<file path="src/rtl/agpq_pkg.sv">
// Shared types, curve coefficients and gamma threshold builder for the
// tone mapping pixel quantiser. No dependencies.
`timescale 1ns / 1ps

package agpq_pkg;

    localparam int LANES  = 3;
    localparam int PIX_W  = 24;
    localparam int BYTE_W = 8;
    localparam int LEVELS = 2 ** BYTE_W;

    localparam logic [BYTE_W-1:0] ALPHA_BYTE = 8'hFF;

    // Inputs at or above 2^SAT_SHIFT saturate the curve
    localparam int SAT_SHIFT = 3;

    // Filmic curve in hundredths: N = x(251x + 3S), D = x(243x + 59S) + 14S^2
    localparam int C_N_SQ    = 251;
    localparam int C_N_LIN   = 3;
    localparam int C_D_SQ    = 243;
    localparam int C_D_LIN   = 59;
    localparam int C_D_CONST = 14;
    localparam int HEADROOM  = 14;

    // Gamma 1/2.2 = 5/11, byte boundaries at (2k-1)/510
    localparam int GAMMA_NUM   = 5;
    localparam int GAMMA_DEN   = 11;
    localparam int HALF_LEVELS = 510;

    localparam int THR_W = 17;
    localparam int BIG_W = 192;

    typedef logic [THR_W-1:0] thr_t;

    typedef struct packed {
        logic adv;
        logic vld;
    } stage_ctrl_t;

    function automatic logic gamma_reaches(input thr_t idx, input int unsigned k,
                                           input int unsigned g);
        logic [BIG_W-1:0] lhs;
        logic [BIG_W-1:0] rhs;
        int               n;
        lhs = BIG_W'(1);
        rhs = BIG_W'(1);
        for (n = 0; n < GAMMA_NUM; n++) begin
            lhs = lhs * BIG_W'(idx);
            rhs = rhs << g;
        end
        for (n = 0; n < GAMMA_DEN; n++) begin
            lhs = lhs * BIG_W'(HALF_LEVELS);
            rhs = rhs * BIG_W'(2 * k - 1);
        end
        return lhs >= rhs;
    endfunction

    // Smallest table index whose gamma value rounds to at least byte k
    function automatic thr_t gamma_threshold(input int unsigned k, input int unsigned g);
        thr_t lo;
        thr_t hi;
        thr_t mid;
        int   step;
        lo = '0;
        hi = THR_W'(1) << g;
        if (k != 0) begin
            for (step = 0; step < THR_W; step++) begin
                if (lo < hi) begin
                    mid = THR_W'(((THR_W + 1)'(lo) + (THR_W + 1)'(hi)) >> 1);
                    if (gamma_reaches(mid, k, g)) begin
                        hi = mid;
                    end else begin
                        lo = mid + THR_W'(1);
                    end
                end
            end
        end
        return lo;
    endfunction

endpackage

</file>
<file path="src/rtl/agpq_gamma.sv">
// Gamma 1/2.2 and byte quantisation: binary search of the byte boundary
// table, one result bit per stage. Depends on agpq_pkg.
`timescale 1ns / 1ps

module agpq_gamma #(
    parameter int FRAC_BITS        = 16,
    parameter int GAMMA_INDEX_BITS = 12
) (
    input  logic                                                  aclk,
    input  logic                                                  aresetn,
    input  agpq_pkg::stage_ctrl_t                                 ctrl,
    input  logic [agpq_pkg::LANES-1:0][FRAC_BITS-1:0]             q_in,
    input  logic [agpq_pkg::LANES-1:0]                            sat_in,
    output logic [agpq_pkg::LANES-1:0][agpq_pkg::BYTE_W-1:0]      byte_out,
    output logic                                                  vld_out
);

    localparam int IW = GAMMA_INDEX_BITS + 1;
    localparam int BW = agpq_pkg::BYTE_W;

    logic [IW-1:0] thr_tab  [agpq_pkg::LEVELS];
    logic [IW-1:0] idx_src  [BW][agpq_pkg::LANES];
    logic [IW-1:0] idx_reg  [BW-1][agpq_pkg::LANES];
    logic [BW-1:0] k_src    [BW][agpq_pkg::LANES];
    logic [BW-1:0] k_next   [BW][agpq_pkg::LANES];
    logic [BW-1:0] k_reg    [BW][agpq_pkg::LANES];
    logic [BW-1:0] vld_reg;

    for (genvar k = 0; k < agpq_pkg::LEVELS; k++) begin : g_thr
        localparam agpq_pkg::thr_t THR_FULL = agpq_pkg::gamma_threshold(k, GAMMA_INDEX_BITS);
        assign thr_tab[k] = THR_FULL[IW-1:0];
    end

    for (genvar j = 0; j < BW; j++) begin : g_stage
        for (genvar l = 0; l < agpq_pkg::LANES; l++) begin : g_lane
            logic [BW-1:0] probe;
            if (j == 0) begin : g_first
                logic [IW-1:0] q_idx;
                if (FRAC_BITS >= GAMMA_INDEX_BITS) begin : g_drop
                    assign q_idx = {1'b0, q_in[l][FRAC_BITS-1 -: GAMMA_INDEX_BITS]};
                end else begin : g_pad
                    assign q_idx = {1'b0, q_in[l], {(GAMMA_INDEX_BITS - FRAC_BITS){1'b0}}};
                end
                assign idx_src[j][l] = sat_in[l] ? (IW'(1) << GAMMA_INDEX_BITS) : q_idx;
                assign k_src[j][l]   = '0;
            end else begin : g_rest
                assign idx_src[j][l] = idx_reg[j-1][l];
                assign k_src[j][l]   = k_reg[j-1][l];
            end
            assign probe        = k_src[j][l] | (BW'(1) << (BW - 1 - j));
            assign k_next[j][l] = (thr_tab[probe] <= idx_src[j][l]) ? probe : k_src[j][l];
        end
    end

    always_ff @(posedge aclk) begin
        if (!aresetn) begin
            vld_reg <= '0;
        end else if (ctrl.adv) begin
            vld_reg <= {vld_reg[BW-2:0], ctrl.vld};
        end
    end

    always_ff @(posedge aclk) begin
        if (ctrl.adv) begin
            for (int l = 0; l < agpq_pkg::LANES; l++) begin
                for (int j = 0; j < BW; j++) begin
                    k_reg[j][l] <= k_next[j][l];
                end
                for (int j = 0; j < BW - 1; j++) begin
                    idx_reg[j][l] <= idx_src[j][l];
                end
            end
        end
    end

    for (genvar l = 0; l < agpq_pkg::LANES; l++) begin : g_out
        assign byte_out[l] = k_reg[BW-1][l];
    end
    assign vld_out = vld_reg[BW-1];

endmodule

</file>
<file path="config.mk">
export PLATFORM = sky130hd
export DESIGN_NAME = agpq_gamma
export DESIGN_NICKNAME = d
export VERILOG_FILES = /design/src/rtl/agpq_pkg.sv /design/src/rtl/agpq_gamma.sv
export SDC_FILE = /design/constraint.sdc
export NUM_CORES = 1
export LEC_CHECK = 0
export ABC_CLOCK_PERIOD_IN_PS = 4270
export BUFFER_PORTS_ARGS = -buffer_cell sky130_fd_sc_hd__buf_2
export CAP_MARGIN = 20
export CORE_MARGIN = 1.5
export CORE_UTILIZATION = 45
export DETAILED_ROUTE_END_ITERATION = 10
export PLACE_DENSITY = 0.61
export SYNTH_ARGS = -nofsm -noshare
export SYNTH_HDL_FRONTEND = slang
export SYNTH_SLANG_ARGS = --single-unit
</file>
<file path="constraint.sdc">
create_clock -name aclk -period 4.27 [get_ports aclk]
set_input_delay 0.2135 -clock aclk [delete_from_list [all_inputs] [get_ports aclk]]
set_output_delay 0.2135 -clock aclk [all_outputs]
set_load 0.01 [all_outputs]
</file>
==> impl_metrics.tcl, run 1 <==
set metrics [dict create \
    worstMarginPinSlew_ns 1.022 \
    synth_fp_nets 3661 \
    setup_tns_ns 0 \
    port_buffers 67 \
    syn_to_final_growth_pct 10.16 \
    grt-ovfl-total 0 \
    pre_cts_ws_ns 0.4819 \
    r2r_cells 13 \
    worstPathRequired_ns 4.58 \
    critPathLaunchType "flop" \
    antenna_found_initial 0 \
    maxCapViolCount 0 \
    drtAntennaViolNets 0 \
    critPathKind "reg -> reg" \
    cp-end-kind "flop" \
    drc_errors 0 \
    synth_ff_type "edfxtp_1" \
    yosysWarningCount 0 \
    hold_depth 1 \
    dp_hpwl_um 50960 \
    slew_headroom_pct 31.86 \
    fin_area_um2 33460 \
    cts.path.max_buffers 3 \
    dr.first_iter.drc_count 1995 \
    grt_pass1_wl_um 118000 \
    finalHoldViolations 0 \
    grt_max_degree 106 \
    finalWorstPathRequiredPeriod_ns 3.918 \
    ys_seq_area_share_pct 38.19 \
    die_height_um 262.8 \
    dp_cells 4029 \
    syn_area_um2 30380 \
    die_area_um2 69070 \
    nets 3685 \
    place_congestion 0.9464 \
    finClkSkew_ns 0.02612 \
    holdBufCountCts 48 \
    cts-root-buf "clkbuf_16" \
    outcome "finished, final reports clean" \
    p_leak_nw 14.04 \
    hold_path_end "idx_reg[2][26]" \
    core_um2 67040 \
    placed_area_um2 31430 \
    viasPerCell 5.885 \
    layout_worst_path_cycle_share_pct 91.76 \
    worstPathMaxFanout 12 \
    drive_gt1_share_pct 8.820 \
    cts.sinks 389 \
    powerDensity_nw_per_um2 321.6 \
    fill_cells 6095 \
    setup_viol_count_final 0 \
    maxSlewViolCount 0 \
    max_clock_freq_ghz 0.2552 \
    grt_pass1_vias 23589 \
    wirelength_um 72390 \
    synth_cell_types 85 \
    grt_usage_pct 20.27 \
    async_reset_ff_share_pct 0 \
    arrival_ns 4.23 \
    p_total_mw 10.76 \
    io_pins 80 \
    placementRows 95 \
    hp-start "ctrl[1]" \
    clkLatencyLatePin_ns 0.59 \
    synth_edf_count 381 \
    initial_core_util_pct 45.31 \
    rsz0062_at_grt "false" \
    ir_worst_vdd_mv 0.3088 \
    syn_area_per_cell_um2 9.411 \
    fin_cells 4161 \
    rrSetupSlack_ns 0.35 \
    reg2reg_from "k_reg[1][57]" \
    hold_path_class "in -> reg" \
    die_w_um 262.8 \
    largest_reg_flops 273 \
    vias 24489 \
    cts_buffers 46 \
    worst_slack_ns 0.3518 \
    ctsResizeCount 0 \
    clkTransAtPathRegs_ns 0.06 \
    syn-instance-count 3228 \
    ys_ff_latch 389 \
    cts-htree-levels 2 \
    cts_tree "built" \
    avgRoutedWirePerCell_um 17.40 \
    r2r_end "k_reg[1][80]" \
    firstDrtPassIters 6 \
    antennaDiodeCount 0 \
    cts_setup_buffers 0 \
]
[through the flow]
| stage | hold slack [ns] | util, % |
|---|---|---|
| 3_5_place_dp | 0.4343 | 46.88 |
| 6_report | 0.1498 | 49.92 |
| 5_1_grt | 0.1900 | 49.92 |
| 4_1_cts | 0.1810 | 49.92 |
| 2_1_floorplan | 0.3124 | - |
| 3_3_place_gp | 0.4307 | 46.88 |
[critical path: stages, from the launching register on]
cell and delay [ns]:
edfxtp_1 0.40, inv_1 0.20, ha_1 0.44, or2_2 0.40, a21o_1 0.20, o211a_1 0.12
o311ai_0 0.54, o21ai_0 0.27, ha_1 0.37, and4_1 0.22, nand2_1 0.08, a21o_1 0.16
a31oi_1 0.16, o32ai_1 0.10
[report_power, final]
group          total (mW)  switching [mW]  internal (mW)
combinational        2.10            1.22          0.879
clock                3.94            1.60           2.34
sequential           4.71           0.242           4.47
[cell usage in the layout, fill, tap and decap left out, types with 15 or more instances in the layout]
| cell type | instances |
|---|---|
| nor2b_1 | 125 |
| mux2_2 | 19 |
| o211ai_1 | 51 |
| buf_4 | 61 |
| edfxtp_1 | 381 |
| o22ai_1 | 21 |
| dlygate4sd3_1 | 48 |
| nand4b_1 | 17 |
| o21ai_0 | 218 |
| nor3_1 | 54 |
| a311oi_1 | 27 |
| or2_2 | 18 |
| a221oi_1 | 23 |
| inv_1 | 312 |
| buf_2 | 66 |
| nand2b_1 | 76 |
| a21o_1 | 49 |
| nand4_1 | 35 |
| clkbuf_16 | 49 |
| mux2i_1 | 48 |
| a21oi_1 | 235 |
| nor2_1 | 195 |
| a211oi_1 | 56 |
| o21a_1 | 19 |
| nand2_1 | 248 |
| ha_1 | 378 |
| and2_1 | 15 |
| o31ai_1 | 16 |
| and3_1 | 16 |
| a31oi_1 | 58 |
| nand3_1 | 51 |
| mux4_2 | 26 |
[cells by family (layout without fill, tap and decap cells)]
group / count (synthesis) / after routing / share of synthesized area (%)
AOI/OAI and AO/OA: 923 / 923 / 19.72
and+or+nand+nor: 912 / 912 / 15.09
buffers and inverters: 527 / 587 / 7.031
DFF: 389 / 389 / 38.19
adders and majority gates: 378 / 378 / 15.57
muxes: 94 / 94 / 4.263
xor gates and xnor gates: 5 / 5 / 0.1442
[cell usage after synthesis, drive strengths merged, types with 24 or more instances]
cell      n  area share [%]
a211oi   56             1.4
a221oi   24            0.71
o21ai   220             3.6
o211ai   51             1.3
a21o     49             1.2
clkbuf  105             1.3
edfxtp  381              38
nor3     54            0.89
a311oi   27            0.78
nor2b   125             2.6
ha      378              16
buf      99             1.7
mux2i    48             1.6
a31oi    58             1.2
nand2   252             3.2
nor2    195             2.4
nand3    51            0.84
nand2b   76             1.6
nand4    35            0.72
mux4     26             1.9
inv     317             3.9
a21oi   235             3.9
[layout make-up]
| class | count | area [µm²] | area share (%) |
|---|---|---|---|
| Clock buffer | 59 | 1294 | 3.866 |
| Multi-Input combinational cell | 2312 | 16640 | 49.73 |
| Inverter | 323 | 1212 | 3.623 |
| Sequential cell | 389 | 11600 | 34.67 |
| Clock inverter | 25 | 260.3 | 0.7777 |
| Tap cell | 873 | 1092 | 3.264 |
| Timing Repair Buffer | 180 | 1364 | 4.075 |
[worst max path at each step]
| stage | from | end | slack [ns] | cells past startpoint |
|---|---|---|---|---|
| after floorplan | k_reg[1][58] | k_reg[1][80] | 0.71 | 15 |
| after global placement | k_reg[1][58] | k_reg[1][80] | 0.52 | 13 |
| after detailed placement | k_reg[1][57] | k_reg[1][80] | 0.48 | 13 |
| after CTS | k_reg[1][57] | k_reg[1][80] | 0.46 | 13 |
| after global routing | k_reg[1][58] | k_reg[1][80] | 0.23 | 13 |
| final | k_reg[1][57] | k_reg[1][80] | 0.35 | 13 |
[metal layers]
metal | global-route usage, % | vias up | share of wire, %
met5 | 0 | - | 0
met4 | 6.640 | 0 | 2.6
met3 | 2.436 | 150 | 5.1
met2 | 35.33 | 775 | 49
met1 | 26.12 | 11634 | 43
li1 | - | 11930 | -
Power figures use the tool's default switching activity.
==> inputs of run 2 (changes only) <==
CORE_MARGIN = 10   (was 1.5)
==> impl_metrics.tcl, run 2 (synthesis gave the netlist of run 1 again) <==
set metrics [dict create \
    slew_headroom_pct 33.26 \
    dp_hpwl_um 52580 \
    finalHoldViolations 0 \
    ir_worst_vdd_mv 0.3041 \
    cts.path.max_buffers 3 \
    fin_area_um2 33510 \
    register_area_um2 11600 \
    critPathKind "reg -> reg" \
    p_leak_nw 14.05 \
    hold_path_class "in -> reg" \
    drc_errors 0 \
    wirelength_um 73910 \
    maxSlewViolCount 0 \
    powerDensity_nw_per_um2 322.3 \
    final_common_cell "edfxtp_1" \
    multiInputGateArea_um2 16640 \
    viasPerCell 5.923 \
    clkLatencyLatePin_ns 0.58 \
    largest_reg_flops 273 \
    fin_cells 4169 \
    core_um2 67040 \
    cp-end-kind "flop" \
    hp-start "ctrl[1]" \
    cts.sinks 389 \
    fill_cells 6058 \
    rsz0062_at_grt "false" \
    clkTransAtPathRegs_ns 0.06 \
    grt_pass1_vias 24042 \
    placementRows 95 \
    dr.first_iter.drc_count 1961 \
    cts_setup_buffers 0 \
    maxCapViolCount 0 \
    die_area_um2 78300 \
    worstPathRequired_ns 4.58 \
    routed-wl-met2_um 35820 \
    worst_slack_ns 0.6520 \
    place_congestion 0.9288 \
    cts_buffers 47 \
    port_buffers 67 \
    final_cell_mix "edfxtp_1 (381), ha_1 (378), inv_1 (312)" \
    outcome "finished, final reports clean" \
    die_height_um 279.8 \
    drive_gt1_share_pct 8.920 \
    wl_met1_um 31560 \
    io_pins 80 \
    fin_util_pct 49.98 \
    met3_length_um 4541 \
    reg2reg_from "k_reg[1][59]" \
    r2r_cells 12 \
    cts_tree "built" \
    grt-ovfl-total 0 \
    worstMarginPinSlew_ns 1.001 \
    die_w_um 279.8 \
    antenna_found_initial 0 \
    grt_usage_pct 18.35 \
    finalWorstPathRequiredPeriod_ns 3.618 \
    r2r_end "k_reg[1][80]" \
    setup_viol_count_final 0 \
    placed_area_um2 31510 \
    hold_path_end "idx_reg[0][27]" \
    vias 24692 \
    nets 3696 \
    hold_depth 1 \
    dp_cells 4039 \
    drtAntennaViolNets 0 \
    grt_pass1_wl_um 121500 \
    cts-root-buf "clkbuf_16" \
    critPathLaunchType "flop" \
    cts-htree-levels 2 \
    worstPathMaxFanout 23 \
    antennaDiodeCount 0 \
    max_clock_freq_ghz 0.2764 \
    initial_core_util_pct 45.31 \
    grt_max_degree 122 \
    finClkSkew_ns 0.02327 \
    syn_to_final_growth_pct 10.30 \
    firstDrtPassIters 6 \
    setup_tns_ns 0 \
    arrival_ns 3.93 \
    layout_worst_path_cycle_share_pct 84.73 \
    pre_cts_ws_ns 0.7144 \
    maxUsedRoutingLayer "met4" \
    avgRoutedWirePerCell_um 17.73 \
    rrSetupSlack_ns 0.65 \
]
run 2: report_power, final:
part           total (mW)  internal (mW)  switching (mW)  leakage (nW)
logic                2.12          0.886            1.24          9.58
clock network        3.96           2.38            1.58         0.733
registers            4.71           4.47           0.241          3.74
run 2: through the flow:
| step | hold slack (ns) | power, mW |
|---|---|---|
| after floorplan | 0.3124 | 6.202 |
| after global placement | 0.4348 | 6.778 |
| after detailed placement | 0.4321 | 6.856 |
| after CTS | 0.2394 | 10.90 |
| after global routing | 0.2514 | 11.37 |
| final | 0.2327 | 10.80 |
run 2: worst max path at each step:
stage | cells past startpoint | startpoint | slack, ns | end
finish | 12 | k_reg[1][59] | 0.65 | k_reg[1][80]
CTS | 13 | k_reg[1][58] | 0.66 | k_reg[1][80]
global placement | 13 | k_reg[1][58] | 0.64 | k_reg[1][80]
global route | 13 | k_reg[1][58] | 0.40 | k_reg[1][80]
detailed placement | 13 | k_reg[1][58] | 0.71 | k_reg[1][80]
floorplan | 15 | k_reg[1][58] | 0.71 | k_reg[1][80]
run 2: critical path: stages (launching register included):
cell and delay [ns]:
edfxtp_1 0.73, buf_4 0.35, or4b_1 0.52, a21oi_1 0.16, a221o_1 0.13, a41oi_1 0.04
o21ai_0 0.43, ha_1 0.24, and4_1 0.22, nand2_1 0.08, a21o_1 0.16, a31oi_1 0.17
o32ai_1 0.12
run 2: cell type report:
cell class                      count  area share, %
Timing Repair Buffer              190          4.294
Tap cell                          873          3.260
Sequential cell                   389          34.62
Clock buffer                       55          3.600
Clock inverter                     27         0.9373
Inverter                          323          3.618
Multi-Input combinational cell   2312          49.67
run 2: what timing repair did:
item	CTS	global route
hold buffers	48	0
endpoints found under the hold margin	50	0
resized for setup	0	0
run 2: metal layers:
| metal | vias up | GRT usage [%] |
|---|---|---|
| met2 | 896 | 31.29 |
| met1 | 11731 | 23.61 |
| met4 | 0 | 6.043 |
| met5 | - | 0 |
| met3 | 143 | 2.554 |
| li1 | 11922 | - |
